## src/design/vfc_pkg.sv

```systemverilog
`default_nettype none

package vfc_pkg;

    localparam int CHUNK_EDGE_DEF    = 16;
    localparam int COLUMN_HEIGHT_DEF = 256;

    localparam int IN_TDATA_W  = 48;
    localparam int IN_TUSER_W  = 2;
    localparam int OUT_TDATA_W = 144;

    localparam int CFG_W     = 21;
    localparam int CFG_IDX_W = 1;
    localparam int WORLD_W   = 25;
    localparam int VTX_W     = 32;

    // working widths of a neighbor coordinate (input plus a one-cell step)
    localparam int XZ_W = 8;
    localparam int Y_W  = 12;

    localparam int QUEUE_DEPTH = 2;
    localparam int FACES       = 6;
    localparam int STEP_W      = 3;

    localparam logic [CFG_IDX_W-1:0] CFG_CHUNK_COL_X = 1'b0;
    localparam logic [CFG_IDX_W-1:0] CFG_CHUNK_COL_Z = 1'b1;

    localparam logic [STEP_W-1:0] FACE_POS_Y = 3'd0;
    localparam logic [STEP_W-1:0] FACE_NEG_Y = 3'd1;
    localparam logic [STEP_W-1:0] FACE_POS_X = 3'd2;
    localparam logic [STEP_W-1:0] FACE_NEG_X = 3'd3;
    localparam logic [STEP_W-1:0] FACE_POS_Z = 3'd4;
    localparam logic [STEP_W-1:0] FACE_NEG_Z = 3'd5;
    localparam logic [STEP_W-1:0] FACE_SELF  = 3'd6;

    typedef enum logic [1:0] {
        CMD_LOAD  = 2'd0,
        CMD_MESH  = 2'd1,
        CMD_CLEAR = 2'd2
    } t_cmd;

    typedef enum logic [1:0] {
        K_LOAD,
        K_MESH,
        K_CLEAR
    } t_kind;

    typedef enum logic [2:0] {
        BS_CLEAR,
        BS_IDLE,
        BS_LD_RD,
        BS_LD_WR,
        BS_MS_RD,
        BS_MS_EMIT
    } t_bstate;

    // last field in the lowest bits
    typedef struct packed {
        logic [2:0]        pad;
        logic [7:0]        blue_in;
        logic [7:0]        green_in;
        logic [7:0]        red_in;
        logic              is_solid;
        logic signed [5:0] local_z;
        logic [7:0]        cell_y;
        logic signed [5:0] local_x;
    } t_in_data;

    typedef struct packed {
        logic [2:0]                pad;
        logic [VTX_W-1:0]          vertex_base;
        logic [15:0]               shade_blue;
        logic [15:0]               shade_green;
        logic [15:0]               shade_red;
        logic signed [WORLD_W-1:0] world_z;
        logic [7:0]                world_y;
        logic signed [WORLD_W-1:0] world_x;
        logic [2:0]                face_dir;
    } t_result;

    typedef struct packed {
        t_kind             kind;
        logic signed [5:0] x;
        logic [7:0]        y;
        logic signed [5:0] z;
        logic              solid;
        logic [7:0]        red;
        logic [7:0]        green;
        logic [7:0]        blue;
    } t_entry;

    typedef struct packed {
        logic full;
        logic empty;
    } t_q_stat;

    typedef struct packed {
        logic clearing;
        logic idle;
    } t_back_stat;

    typedef struct packed {
        logic signed [1:0] dx;
        logic signed [1:0] dy;
        logic signed [1:0] dz;
    } t_offset;

    function automatic t_offset face_offset(input logic [STEP_W-1:0] f);
        t_offset o;
        o = '0;
        unique case (f)
            FACE_POS_Y: o.dy = 2'sd1;
            FACE_NEG_Y: o.dy = -2'sd1;
            FACE_POS_X: o.dx = 2'sd1;
            FACE_NEG_X: o.dx = -2'sd1;
            FACE_POS_Z: o.dz = 2'sd1;
            FACE_NEG_Z: o.dz = -2'sd1;
            default:    o = '0;
        endcase
        return o;
    endfunction

    // face shading in 1/256 units
    function automatic logic [8:0] face_factor(input logic [STEP_W-1:0] f);
        logic [8:0] k;
        unique case (f)
            FACE_POS_Y: k = 9'd256;
            FACE_NEG_Y: k = 9'd102;
            FACE_POS_X: k = 9'd179;
            FACE_NEG_X: k = 9'd179;
            FACE_POS_Z: k = 9'd218;
            FACE_NEG_Z: k = 9'd218;
            default:    k = 9'd0;
        endcase
        return k;
    endfunction

endpackage

`default_nettype wire

```

## src/design/vfc_queue.sv

```systemverilog
`default_nettype none

module vfc_queue (
    input  logic             i_clk,
    input  logic             i_rst_n,
    input  logic             i_push,
    input  vfc_pkg::t_entry  i_entry,
    input  logic             i_pop,
    output vfc_pkg::t_entry  o_entry,
    output vfc_pkg::t_q_stat o_stat
);

    localparam int PTR_W = (vfc_pkg::QUEUE_DEPTH > 1) ? $clog2(vfc_pkg::QUEUE_DEPTH) : 1;
    localparam int CNT_W = $clog2(vfc_pkg::QUEUE_DEPTH + 1);

    vfc_pkg::t_entry  r_slot [vfc_pkg::QUEUE_DEPTH];
    logic [PTR_W-1:0] r_wr_ptr;
    logic [PTR_W-1:0] r_rd_ptr;
    logic [CNT_W-1:0] r_count;
    logic [PTR_W-1:0] n_wr_ptr;
    logic [PTR_W-1:0] n_rd_ptr;
    logic             w_do_push;
    logic             w_do_pop;

    assign o_stat.full  = (r_count == CNT_W'(vfc_pkg::QUEUE_DEPTH));
    assign o_stat.empty = (r_count == '0);
    assign o_entry      = r_slot[r_rd_ptr];

    assign w_do_push = i_push && !o_stat.full;
    assign w_do_pop  = i_pop && !o_stat.empty;

    assign n_wr_ptr = (r_wr_ptr == PTR_W'(vfc_pkg::QUEUE_DEPTH - 1)) ? '0 : r_wr_ptr + 1'b1;
    assign n_rd_ptr = (r_rd_ptr == PTR_W'(vfc_pkg::QUEUE_DEPTH - 1)) ? '0 : r_rd_ptr + 1'b1;

    always_ff @(posedge i_clk) begin
        if (!i_rst_n) begin
            r_wr_ptr <= '0;
            r_rd_ptr <= '0;
            r_count  <= '0;
        end else begin
            if (w_do_push) begin
                r_wr_ptr <= n_wr_ptr;
            end
            if (w_do_pop) begin
                r_rd_ptr <= n_rd_ptr;
            end
            if (w_do_push && !w_do_pop) begin
                r_count <= r_count + 1'b1;
            end else if (w_do_pop && !w_do_push) begin
                r_count <= r_count - 1'b1;
            end
        end
    end

    always_ff @(posedge i_clk) begin
        if (w_do_push) begin
            r_slot[r_wr_ptr] <= i_entry;
        end
    end

endmodule

`default_nettype wire

```

## config.mk

```make
export PLATFORM = sky130hd
export DESIGN_NAME = vfc_queue
export DESIGN_NICKNAME = d
export VERILOG_FILES = /design/src/design/vfc_pkg.sv /design/src/design/vfc_queue.sv
export SDC_FILE = /design/constraint.sdc
export NUM_CORES = 1
export LEC_CHECK = 0
export BUFFER_PORTS_ARGS = -buffer_cell sky130_fd_sc_hd__buf_2
export CORE_ASPECT_RATIO = 1.25
export CORE_UTILIZATION = 51
export DETAILED_ROUTE_END_ITERATION = 7
export PLACE_DENSITY = 0.77
export REMOVE_ABC_BUFFERS = 1
export SLEW_MARGIN = 10
export SYNTH_ARGS = -nofsm -noshare
export SYNTH_HDL_FRONTEND = slang
export SYNTH_SLANG_ARGS = --single-unit
```

## constraint.sdc

```tcl
create_clock -name i_clk -period 3.6 [get_ports i_clk]
set_input_delay 0.54 -clock i_clk [delete_from_list [all_inputs] [get_ports i_clk]]
set_output_delay 0.54 -clock i_clk [all_outputs]
set_load 0.02 [all_outputs]
```

# [After elaboration in Yosys (flattened, before gate mapping)]
# Memory sizes are Yosys's and may differ from the RTL's. A register that Yosys moved wholly into a read port is not among the register bits.
# Index checks and enable logic that the tools add are counted.
[classes] n_addsub=4 eq_ne=1 n_mux=8 n_reduce_logical=10
[ops] cell="$mux W1" n=6
[ops] cell="$logic_and A1 B1 Y1" n=4
[ops] cell="$logic_not A1 Y1" n=4
[ops] cell="$mux W2" n=2
[ops] cell="$add A1 B1 Y1 const B" n=2
[ops] cell="$add A2 B1 Y2 const B" n=1
[ops] cell="$eq A2 B2 Y1 const B" n=1
[ops] cell="$logic_not A2 Y1" n=1
[ops] cell="$reduce_bool A2 Y1" n=1
[ops] cell="$sub A2 B1 Y2 const B" n=1
[totals] regBits=4 mem_bits_rw=94 inputBits=51 out_inout_bits=49 wordCells=27 memories=1
[memory_table] memory="r_slot" depth=2 width=47 rd=1 rd_clocked_by_memory_dff=1 write_ports=1 line="vfc_queue.sv:16" source="vfc_pkg::t_entry r_slot [vfc_pkg::QUEUE_DEPTH];"

# [Logic depth before layout (Yosys ltp)]
[depth] word_depth=7 ltp_mapped=7

# [Worst setup path before layout]
# Ideal clock, no wire load.
[synth_path] path_kind="input port to flip-flop" startpoint="input i_push" endpoint="memory r_slot[0][0] (netlist bit), enable pin" setup_time_ps=445 t_arrival_ps=2484 t_required_ps=3155 slack_ps=671 path_stages=2 n_path_buf=0 path_cell_list="inv_1 nor3_2"
[synth_via] elab_chain_len=3
[synth_lines] element="start, declared" line="vfc_queue.sv:6" source="input logic i_push,"
[synth_lines] element="$logic_and A1 B1 Y1" line="vfc_queue.sv:29" source="assign w_do_push = i_push && !o_stat.full;"
[synth_lines] element="$mux W1" line="vfc_queue.sv:56" source="if (w_do_push) begin"
[synth_lines] element="$mux W1 (implied by the code)" line="vfc_queue.sv:57" source="r_slot[r_wr_ptr] <= i_entry;"
[synth_lines] element="end, declared" line="vfc_queue.sv:16"
# No other way between the ends.

==> metrics.yaml <==
worst_setup_path:
  critPathLaunchType: "flop"
  critPathRequiredTime_ns: 3.06
  crit_chain: "buf_4 > mux2_2 > buf_2"
  critPathBufInv: 2
  crit_type: "flop to output pin"
  cp-end-kind: "output pin"
  arrival_ns: 2.05
  slowest_delay_ns: 0.90
  cp_top_family: "flip-flops"
  cpMaxStageDelayCell: "dfxtp_2"
  crit_path_max_fanout: 36
global_routing:
  grt_pass1_vias: 1883
  grt_overflow: 0
  grt_use_total_pct: 17.0
  grt_antenna_before_repair: 0
  grt_max_degree: 48
  grt_pass1_wl_mm: 9.12
power:
  power_density_nw_per_um2: 700
  clkPwrFrac_pct: 21.5
  switching_power_w: 0.000939
  combPwrFrac_pct: 28.3
  swShare_pct: 30.4
  p_leak_nw: 1.65
  intPower_w: 0.00215
  seqPwrFrac_pct: 50.2
  ir_drop_v: 0.000578
layout:
  diodes: 0
  fin_nets: 331
  register_area_sq_um: 2920
  area_delta_synth_final_pct: 21.3
  multi_input_area_sq_um: 663
  drive_gt1_share_pct: 58.1
  final_cells: 374
  fillers: 534
clock_tree:
  cts-resized-gates: 0
  clkSlewWorstSetupHoldPaths_ns: 0.09
  hold_buffers: 0
  clockBufferDepth: 2
  post_cts_buffers: 0
  root_buffer: "clkbuf_8"
  cts_max_level: 3
  cts_sinks: 99
  clk_latency_ns: 0.35
  cts_tree: "done"
  numCtsBuffers: 9
sta:
  final_max_slew_viol_count: 0
  tightest_slew_ns: 1.13
  max_freq_mhz: 386
  final.setup_skew_ns: 0.00897
  period_minus_slack_ns: 2.59
  setup_viol: 0
  rsz0062_at_grt: "no"
  finalCritPeriodShare_pct: 71.9
  hold_viol: 0
  final.setup.tns_ns: 0
  slew_headroom_pct: 24.5
place:
  dpl.hpwl_mm: 3.97
  dp.cells: 358
  place.gp.congestion: 0.731
  portBuffers: 99
yosys:
  synth_area_leaders: "edfxtp_1 78%, mux2_2 15%, dfxtp_1 2.8%, buf_6 0.93%, and2_1 0.52%"
  netlist_instances: 171
  synthArstFlopShare_pct: 0
  synth.most_common_cell: "edfxtp_1"
  yosysTopAreaCellShare_pct: 77.8
  yosysSeqAreaShare_pct: 80.5
  ys_seq_elements: 99
  synth_top_cells_by_count: "94 x edfxtp_1, 47 x mux2_2, 5 x dfxtp_1"
  ys_warn_count: 0
  synth_edf_count: 94
  syn-mean-instance-area_sq_um: 21.2
  yosys.area.top_type: "edfxtp_1"
  synth_area_sq_um: 3630
  synth.distinct_cells: 21
  synth_flop_cell: "edfxtp_1"
drt:
  avgRoutedWirePerCell_um: 16.1
  drt_first_pass_iters: 4
  drtIter0Drc: 131
  drc: 0
  via_per_inst: 4.95
  ant_nets: 0
  drt-total-wl_mm: 6.03
  vias: 1850
run_status:
  status: "completed"
die:
  ios: 100
  core_sq_um: 6930
  start_util_pct: 52.3
  die_h_um: 96.3
  rows: 34
  dieArea_sq_um: 7460
  die_w_um: 77.5
run:
  drv_cap: 0
worst_hold_path:
  hp-class: "input pin to flop"
## state kept, by name (all words and copies together) (netlist names), named ones only
name / cells
r_rd_ptr: 1
r_slot: 94
r_wr_ptr: 1
r_count: 2
## worst reg2reg max path: stages, from the launching register on
cell and delay [ns]:
dfxtp_1 0.43, nand2b_1 0.18, and3_2 0.94
## cell type report
type	instances	area share (%)
clock buffers	13	3.15
clock inverters	3	0.909
inverters	2	0.170
multi-input cells	65	15.1
flip-flops and latches	99	66.4
well taps	90	2.56
repair buffers	102	11.8
## worst paths after layout
| kind | from | endpoint | slack (ns) | cells past startpoint |
|---|---|---|---|---|
| hold reg to reg | r_count[1] | r_count[1] | 0.53 | 2 |
| setup / recovery | flop | o_entry[29] | 1.01 | 3 |
| hold / removal | i_entry[38] | r_slot[0][38] | 0.37 | 1 |
| setup reg to reg | r_count[0] | r_slot[1][27] | 1.61 | 2 |
## placed cells by master (no fill, tap or decap), drive strengths merged
cell type	synthesis	final
nor2	2	2
mux2	47	47
xnor2	2	2
ha	1	1
nand2b	1	1
and3	1	1
xor2	1	1
buf	5	102
o21ai	2	2
inv	2	2
clkinv	0	2
bufinv	0	1
and2	3	3
clkbuf	0	13
a21boi	2	2
or3	1	1
edfxtp	94	94
dfxtp	5	5
nor3	1	1
o21a	1	1
## cell families (layout without fill, tap and decap cells)
logic type               after synthesis  in the layout  synth area share, %
AO/OA/AOI/OAI                          5              5                0.896
XOR/XNOR                               3              3                0.724
adder cells (fa/ha/maj)                1              1                0.345
buffers and inverters                  7            120                 1.41
flip-flops                            99             99                 80.5
multiplexers                          47             47                 14.6
AND/OR/NAND/NOR                        9              9                 1.52
## per-layer routing
layer  track usage [%]  share of wire [%]  up-vias
li1                  -                  -      884
met1              19.1                 40      905
met2              29.8                 55       53
met3              5.12                4.0        8
met4              8.02                1.6        0
met5                 0                  0        -
## metrics by stage
step           util, %  setup slack, ns  cell area (sq um)  total power [W]  hold WS [ns]
3_3_place_gp      60.9             1.37               4230          0.00244         0.502
4_1_cts           63.5            0.950               4400          0.00312         0.354
2_1_floorplan        -            0.671               3590          0.00216         0.483
6_report          63.5             1.01               4400          0.00309         0.372
5_1_grt           63.5            0.876               4400          0.00324         0.348
3_5_place_dp      60.9             1.34               4230          0.00246         0.518
## power by group through the flow
| stage | combinational (W) | sequential [W] | clock, W |
|---|---|---|---|
| after floorplan | 0.000596 | 0.00156 | 0 |
| after detailed placement | 0.000882 | 0.00158 | 0 |
| after global routing | 0.000939 | 0.00157 | 0.000723 |
| after CTS | 0.000886 | 0.00156 | 0.000674 |
| final | 0.000872 | 0.00155 | 0.000663 |
| after global placement | 0.000865 | 0.00157 | 0 |
No activity file was read; power rests on OpenSTA's default activity.
