===== config.mk =====
export PLATFORM = sky130hd
export DESIGN_NAME = vfc_front
export DESIGN_NICKNAME = d
export VERILOG_FILES = /design/src/design/vfc_pkg.sv /design/src/design/vfc_front.sv
export SDC_FILE = /design/constraint.sdc
export NUM_CORES = 1
export LEC_CHECK = 0
export ABC_AREA = 0
export BUFFER_PORTS_ARGS = -buffer_cell sky130_fd_sc_hd__buf_2
export CORE_MARGIN = 3
export CORE_UTILIZATION = 26
export DETAILED_ROUTE_END_ITERATION = 8
export PLACE_DENSITY = 0.9
export SLEW_MARGIN = 20
export SYNTH_ARGS = -nofsm -noshare
export SYNTH_HDL_FRONTEND = slang
export SYNTH_SLANG_ARGS = --single-unit

===== constraint.sdc =====
create_clock -name vclk -period 3.41
set_input_delay 1.023 -clock vclk [all_inputs]
set_output_delay 1.023 -clock vclk [all_outputs]
set_load 0.1 [all_outputs]

===== src/design/vfc_pkg.sv =====
`default_nettype none

package vfc_pkg;

    localparam int CHUNK_EDGE_DEF    = 16;
    localparam int COLUMN_HEIGHT_DEF = 256;

    localparam int IN_TDATA_W  = 48;
    localparam int IN_TUSER_W  = 2;
    localparam int OUT_TDATA_W = 144;

    localparam int CFG_W     = 21;
    localparam int CFG_IDX_W = 1;
    localparam int WORLD_W   = 25;
    localparam int VTX_W     = 32;

    // working widths of a neighbor coordinate (input plus a one-cell step)
    localparam int XZ_W = 8;
    localparam int Y_W  = 12;

    localparam int QUEUE_DEPTH = 2;
    localparam int FACES       = 6;
    localparam int STEP_W      = 3;

    localparam logic [CFG_IDX_W-1:0] CFG_CHUNK_COL_X = 1'b0;
    localparam logic [CFG_IDX_W-1:0] CFG_CHUNK_COL_Z = 1'b1;

    localparam logic [STEP_W-1:0] FACE_POS_Y = 3'd0;
    localparam logic [STEP_W-1:0] FACE_NEG_Y = 3'd1;
    localparam logic [STEP_W-1:0] FACE_POS_X = 3'd2;
    localparam logic [STEP_W-1:0] FACE_NEG_X = 3'd3;
    localparam logic [STEP_W-1:0] FACE_POS_Z = 3'd4;
    localparam logic [STEP_W-1:0] FACE_NEG_Z = 3'd5;
    localparam logic [STEP_W-1:0] FACE_SELF  = 3'd6;

    typedef enum logic [1:0] {
        CMD_LOAD  = 2'd0,
        CMD_MESH  = 2'd1,
        CMD_CLEAR = 2'd2
    } t_cmd;

    typedef enum logic [1:0] {
        K_LOAD,
        K_MESH,
        K_CLEAR
    } t_kind;

    typedef enum logic [2:0] {
        BS_CLEAR,
        BS_IDLE,
        BS_LD_RD,
        BS_LD_WR,
        BS_MS_RD,
        BS_MS_EMIT
    } t_bstate;

    // last field in the lowest bits
    typedef struct packed {
        logic [2:0]        pad;
        logic [7:0]        blue_in;
        logic [7:0]        green_in;
        logic [7:0]        red_in;
        logic              is_solid;
        logic signed [5:0] local_z;
        logic [7:0]        cell_y;
        logic signed [5:0] local_x;
    } t_in_data;

    typedef struct packed {
        logic [2:0]                pad;
        logic [VTX_W-1:0]          vertex_base;
        logic [15:0]               shade_blue;
        logic [15:0]               shade_green;
        logic [15:0]               shade_red;
        logic signed [WORLD_W-1:0] world_z;
        logic [7:0]                world_y;
        logic signed [WORLD_W-1:0] world_x;
        logic [2:0]                face_dir;
    } t_result;

    typedef struct packed {
        t_kind             kind;
        logic signed [5:0] x;
        logic [7:0]        y;
        logic signed [5:0] z;
        logic              solid;
        logic [7:0]        red;
        logic [7:0]        green;
        logic [7:0]        blue;
    } t_entry;

    typedef struct packed {
        logic full;
        logic empty;
    } t_q_stat;

    typedef struct packed {
        logic clearing;
        logic idle;
    } t_back_stat;

    typedef struct packed {
        logic signed [1:0] dx;
        logic signed [1:0] dy;
        logic signed [1:0] dz;
    } t_offset;

    function automatic t_offset face_offset(input logic [STEP_W-1:0] f);
        t_offset o;
        o = '0;
        unique case (f)
            FACE_POS_Y: o.dy = 2'sd1;
            FACE_NEG_Y: o.dy = -2'sd1;
            FACE_POS_X: o.dx = 2'sd1;
            FACE_NEG_X: o.dx = -2'sd1;
            FACE_POS_Z: o.dz = 2'sd1;
            FACE_NEG_Z: o.dz = -2'sd1;
            default:    o = '0;
        endcase
        return o;
    endfunction

    // face shading in 1/256 units
    function automatic logic [8:0] face_factor(input logic [STEP_W-1:0] f);
        logic [8:0] k;
        unique case (f)
            FACE_POS_Y: k = 9'd256;
            FACE_NEG_Y: k = 9'd102;
            FACE_POS_X: k = 9'd179;
            FACE_NEG_X: k = 9'd179;
            FACE_POS_Z: k = 9'd218;
            FACE_NEG_Z: k = 9'd218;
            default:    k = 9'd0;
        endcase
        return k;
    endfunction

endpackage

`default_nettype wire


===== src/design/vfc_front.sv =====
`default_nettype none

module vfc_front #(
    parameter int CHUNK_EDGE    = vfc_pkg::CHUNK_EDGE_DEF,
    parameter int COLUMN_HEIGHT = vfc_pkg::COLUMN_HEIGHT_DEF
) (
    input  logic                            i_s_tvalid,
    output logic                            o_s_tready,
    input  logic [vfc_pkg::IN_TDATA_W-1:0]  i_s_tdata,
    input  logic [vfc_pkg::IN_TUSER_W-1:0]  i_s_tuser,
    input  vfc_pkg::t_q_stat                i_q_stat,
    input  vfc_pkg::t_back_stat             i_back_stat,
    output logic                            o_push,
    output vfc_pkg::t_entry                 o_entry
);

    vfc_pkg::t_in_data w_in;
    logic              w_load_ok;
    logic              w_keep;
    vfc_pkg::t_kind    w_kind;

    assign w_in = i_s_tdata;

    assign w_load_ok = (w_in.local_x >= -1) && (w_in.local_x <= CHUNK_EDGE) &&
                       (w_in.local_z >= -1) && (w_in.local_z <= CHUNK_EDGE) &&
                       (int'(w_in.cell_y) < COLUMN_HEIGHT);

    // drop loads outside the store, empty mesh voxels and unused commands
    always_comb begin
        w_keep = 1'b0;
        w_kind = vfc_pkg::K_LOAD;
        unique case (i_s_tuser)
            vfc_pkg::CMD_LOAD: begin
                w_keep = w_load_ok;
                w_kind = vfc_pkg::K_LOAD;
            end
            vfc_pkg::CMD_MESH: begin
                w_keep = w_in.is_solid;
                w_kind = vfc_pkg::K_MESH;
            end
            vfc_pkg::CMD_CLEAR: begin
                w_keep = 1'b1;
                w_kind = vfc_pkg::K_CLEAR;
            end
            default: begin
                w_keep = 1'b0;
                w_kind = vfc_pkg::K_LOAD;
            end
        endcase
    end

    assign o_s_tready = !i_q_stat.full && !i_back_stat.clearing;
    assign o_push     = i_s_tvalid && o_s_tready && w_keep;

    assign o_entry.kind  = w_kind;
    assign o_entry.x     = w_in.local_x;
    assign o_entry.y     = w_in.cell_y;
    assign o_entry.z     = w_in.local_z;
    assign o_entry.solid = w_in.is_solid;
    assign o_entry.red   = w_in.red_in;
    assign o_entry.green = w_in.green_in;
    assign o_entry.blue  = w_in.blue_in;

endmodule

`default_nettype wire


== Word level (Yosys, flattened, before mapping) ==
Index checks and enable logic that the tools add are counted.
Widths: inputs -> output; s select.

* Input port bits: 55
* Flip-flop bits (word level): 0
* Output and inout port bits: 49

* Reduce and logical (&&, ||, !) cells: 9
* Eq/ne operators: 2
* Mux-type cells: 2
* Magnitude comparators: 4

{| class="wikitable"
|+ Operators by type and width
! operator !! number
|-
| $ge 6x1->1 const B || 2
|-
| $le 6x6->1 const B || 2
|-
| $logic_and 1x1->1 || 6
|-
| $pmux 2 s2 || 1
|-
| $pmux 1 s3 || 1
|-
| $eq 2x1->1 const B || 1
|-
| $eq 2x2->1 const B || 1
|-
| $logic_not 1->1 || 2
|-
| $logic_not 2->1 || 1
|}

== Depth between registers and ports, before layout ==
Gate-level depths: netlist (run 1).

* Depth after elaboration: 6
* Gate-level depth with buffers: 3

== Worst setup path after synthesis (run 1) ==
OpenSTA, ideal clock, no wires.

* Path kind: input port to output port
* Start: in i_s_tuser[1] in the netlist's numbering
* End: out o_push
* Stages on the path: 3
* Path buffers: 0
* Arrival: 4.068 ns
* Slack: -1.681 ns
* Path through: nor2b_1 > a21oi_1 > o32ai_1

* Word-level cells in the longest chain between the ends: 3

{| class="wikitable"
|+ Ends and longest elaborated chain
! what !! RTL line !! RTL
|-
| start: declaration || vfc_front.sv:10 || <nowiki>input logic [vfc_pkg::IN_TUSER_W-1:0] i_s_tuser,</nowiki>
|-
| $eq 2x2->1, or another cell as far along || vfc_front.sv:32 || <nowiki>unique case (i_s_tuser)</nowiki>
|-
| $pmux 1 s3 (*) || vfc_front.sv:32 ||
|-
| $logic_and 1x1->1 (*) || vfc_front.sv:53 || <nowiki>assign o_push = i_s_tvalid && o_s_tready && w_keep;</nowiki>
|-
| end: declaration || vfc_front.sv:13 || <nowiki>output logic o_push,</nowiki>
|}

Mark *: on every way between the ends. The rest lies on a longest branch, timed or not.

== Worst setup path in the final report (run 1) ==
* Start: in i_s_tuser[0] in the netlist's numbering
* End: out o_push

Same word-level chain as after synthesis.

==> results.json, run 1 <==
{
  "grt_pass1_vias": 262,
  "syn-num-nets": 118,
  "worstSetupPathType": "input port to output port",
  "drtPass1Iterations": 1,
  "drt_iter0_drc": 0,
  "max_freq_mhz": 316,
  "holdBufCountCts": 0,
  "p_per_area_nw_per_um2": 315,
  "slowest_stage": "nor4b_2",
  "antenna_found_initial": 0,
  "drive_gt1_frac": 0.755,
  "period_minus_slack_ns": 3.16,
  "leakage_nw": 0.183,
  "die_x_um": 47.8,
  "drc": 0,
  "start_kind": "input port",
  "required_ns": 2.39,
  "critPathMaxFanout": 3,
  "io_buffers": 35,
  "crit_buf_inv": 2,
  "synth_area_um2": 454,
  "grt_max_degree": 4,
  "netlist.area_leader.share": 0.744,
  "synth_common_cells": "buf_4, nand2_1",
  "die_area_um2": 2280,
  "finalSetupTns_ns": 0,
  "cts_setup_buffers": 0,
  "wl_per_cell_um": 13.4,
  "area_growth_pct": -20.4,
  "die_y_um": 47.8,
  "initial_utilization": 0.288,
  "dr_total_vias": 328,
  "regArea_um2": 0,
  "path_cells": "buf_2, nor4b_2, o221ai_1, o32ai_4, buf_12",
  "grt_pass1_wl_mm": 1.09,
  "grt_usage": 0.0641,
  "finalCritPeriodShare": 0.928,
  "cts_resized": 0,
  "crit_path_end_kind": "output port",
  "rsz0062_at_grt": "no",
  "hold_path.class": "input port to output port",
  "crit_family": "compound AO/OA/AOI/OAI gates",
  "layout.nets": 110,
  "maxSlewHeadroom": 0.673,
  "worstPathArrival_ns": 2.14,
  "yosysMostFrequentCell": "buf_4",
  "worst_pin_slew_ns": 0.494,
  "clockBufferCount": 0,
  "pin_count": 104,
  "holdWs_ns": 2.05,
  "antenna_cells": 0,
  "hold_viol": 0,
  "synth_warnings": 0,
  "routabilityCongestion": 0.641,
  "avgViaCountPerCell": 4.75,
  "core_area_um2": 1580,
  "seq_cells": 0,
  "std_cell_rows": 14,
  "grt-ovfl-total": 0,
  "finalSetupViolations": 0,
  "synth_area_leaders": "buf_4, nor4b_2, o21a_1",
  "synth_cells": 63,
  "final_antenna_net_count": 0,
  "max_cap_violations": 0,
  "setup.worst_path.end": "o_push",
  "ys_seq_area_frac": 0,
  "slowest_delay_ns": 0.29,
  "slew_viol_final": 0,
  "startpoint": "i_s_tuser[0]",
  "outcome": "finished, final reports clean",
  "avgSynthCellArea_um2": 7.21,
  "ys_types": 13,
  "crit_cells": 5,
  "ir_drop_uv": 87.5,
  "yosysTopAreaCell": "buf_4",
  "drt_wl_total_um": 926,
  "hold_path_startpoint": "i_s_tdata[37]"
}
[cells by family after synthesis]
| group | synth area share |
|---|---|
| buffers and inverters | 0.744 |
| AND/OR/NAND/NOR | 0.174 |
| AO/OA/AOI/OAI | 0.0826 |
[per-stage QoR]
step | utilization | total power [mW] | setup slack, ns | instance area, um^2 | cells
after floorplan | - | 0.276 | 0.0466 | 489 | 63
after global placement | 0.229 | 0.114 | 0.238 | 362 | 69
after detailed placement | 0.229 | 0.115 | 0.192 | 362 | 69
final | 0.229 | 0.114 | 0.247 | 362 | 69
after CTS | 0.229 | 0.115 | 0.185 | 362 | 69
after global routing | 0.229 | 0.119 | 0.0508 | 362 | 69
[per-layer routing]
metal,wire length [um],global-route usage,up-vias,part of all wire
met5,0,0,-,0
met4,12,0.0215,0,0.013
met3,183,0.0188,6,0.20
met2,433,0.116,39,0.47
met1,297,0.0703,142,0.32
li1,-,-,141,-
[cell usage in the layout, fill, tap and decap left out]
master and instances:
nor4b_2 1, nor4_1 2, o21a_1 2, buf_2 34, o32ai_4 1, nor2b_4 1, a21oi_1 1, and2b_2 1
buf_12 1, nand2b_1 2, nand3_1 2, nor2_4 1, nand2_1 3, o221ai_1 1
[where the power goes]
group | switching, mW | total (mW) | internal [mW]
clock | 0 | 0 | 0
sequential | 0 | 0 | 0
combinational | 0.0928 | 0.114 | 0.0213
[how the worst min path moves through the flow]
stage,end,slack (ns),depth (start not counted)
floorplan,o_s_tready,2.14,1
detailed placement,o_entry[10],2.05,0
finish,o_entry[0],2.05,0
global placement,o_entry[10],2.05,0
global route,o_entry[32],2.05,0
CTS,o_entry[10],2.05,0
[final cells by class]
cell class,instances,area (um^2)
multi-input cells,18,151
repair buffers,35,190
well taps,16,20.0
fillers,176,1210
No activity file was read; power rests on OpenSTA's default activity.
==> run 2, diff against run 1 <==
--- a/config.mk
+++ b/config.mk
@@ -11,6 +11,7 @@
 export CORE_UTILIZATION = 26
 export DETAILED_ROUTE_END_ITERATION = 8
 export PLACE_DENSITY = 0.9
+export REMOVE_ABC_BUFFERS = 1
 export SLEW_MARGIN = 20
 export SYNTH_ARGS = -nofsm -noshare
 export SYNTH_HDL_FRONTEND = slang
==> results.json, run 2 (synthesis results as in run 1) <==
{
  "final_antenna_net_count": 0,
  "required_ns": 2.39,
  "drtPass1Iterations": 2,
  "period_minus_slack_ns": 3.27,
  "wl_met2_um": 887,
  "hold_path.class": "input port to output port",
  "pin_count": 104,
  "maxUsedRoutingLayer": "met3",
  "holdBufCountCts": 0,
  "die_area_um2": 2280,
  "hpwl_mm": 2.09,
  "worstSetupPathType": "input port to output port",
  "io_buffers": 35,
  "grt-ovfl-total": 0,
  "drive_gt1_frac": 0.679,
  "wl_met1_um": 643,
  "drt_wl_total_mm": 2.18,
  "regArea_um2": 0,
  "finalSetupTns_ns": 0,
  "core_area_um2": 1580,
  "final_common_cell": "buf_2",
  "wl_per_cell_um": 31.6,
  "routabilityCongestion": 0.707,
  "die_x_um": 47.8,
  "rsz0062_at_grt": "no",
  "placed_area_um2": 327,
  "cts_setup_buffers": 0,
  "worst_pin_slew_ns": 0.489,
  "crit_path_end_kind": "output port",
  "startpoint": "i_s_tuser[0]",
  "outcome": "finished, final reports clean",
  "area_growth_pct": -28.1,
  "fill_cells": 186,
  "grt_pass1_vias": 333,
  "avgViaCountPerCell": 5.09,
  "max_freq_mhz": 306,
  "seq_cells": 0,
  "hold_path_startpoint": "i_s_tdata[8]",
  "hold_path_end": "o_entry[33]",
  "finalSetupViolations": 0,
  "layout_common_cells": "buf_2, nand2_1",
  "slew_viol_final": 0,
  "start_kind": "input port",
  "wl_met3_um": 648,
  "ir_drop_uv": 69.0,
  "drt_iter0_drc": 3,
  "antenna_cells": 0,
  "max_cap_violations": 0,
  "finalCritPeriodShare": 0.959,
  "grt_pass1_wl_mm": 2.50,
  "design_area_um2": 327,
  "maxSlewHeadroom": 0.676,
  "worstPathArrival_ns": 2.25,
  "die_y_um": 47.8,
  "layout.nets": 110,
  "antenna_found_initial": 0,
  "hold_viol": 0,
  "std_cell_rows": 14,
  "critPathMaxFanout": 3,
  "whs_path_depth": 0,
  "p_per_area_nw_per_um2": 337,
  "dr_total_vias": 351,
  "clockBufferCount": 0,
  "drc": 0,
  "leakage_nw": 0.175,
  "grt_max_degree": 4,
  "cts_resized": 0,
  "grt_usage": 0.179,
  "initial_utilization": 0.288
}
==> run 2: cell counts in the layout (fill, tap and decap cells not counted) <==
Identical to the previous run, type by type.
==> run 2: stage by stage <==
stage | utilization | setup slack [ns] | cells | hold slack [ns] | total power [mW]
detailed placement | 0.207 | 0.132 | 69 | 2.05 | 0.110
global route | 0.207 | 0.0395 | 69 | 2.05 | 0.115
CTS | 0.207 | 0.108 | 69 | 2.05 | 0.110
floorplan | - | -1.68 | 18 | 2.05 | 0.0231
finish | 0.207 | 0.139 | 69 | 2.05 | 0.110
global placement | 0.207 | 0.158 | 69 | 2.05 | 0.109
==> run 2: worst max path at each step <==
stage                        end  slack (ns)  depth (start not counted)
after floorplan           o_push       -1.68                          3
after global placement    o_push        0.16                          5
after detailed placement  o_push        0.13                          5
after CTS                 o_push        0.11                          5
after global routing      o_push        0.04                          5
final                     o_push        0.14                          5
==> run 2: report_power, final <==
part | total [mW] | internal (mW) | switching (mW)
Combinational | 0.110 | 0.0194 | 0.0906
Sequential | 0 | 0 | 0
Clock | 0 | 0 | 0
Total | 0.110 | 0.0194 | 0.0906
==> run 2: worst max-delay path: stages <==
cell and delay, ns:
buf_2 0.11, nor4b_2 0.29, o221ai_1 0.16, o32ai_1 0.42, buf_12 0.23
==> run 2: final cells by class <==
type	instances	area, um^2	area share
Multi-Input combinational cell	18	116	0.356
Tap cell	16	20.0	0.0613
Timing Repair Buffer	35	190	0.582
==> run 2: per-layer routing <==
metal,up-vias,global-route usage
met1,146,0.158
met3,0,0.222
met5,-,0
met4,0,0
li1,145,-
met2,60,0.280
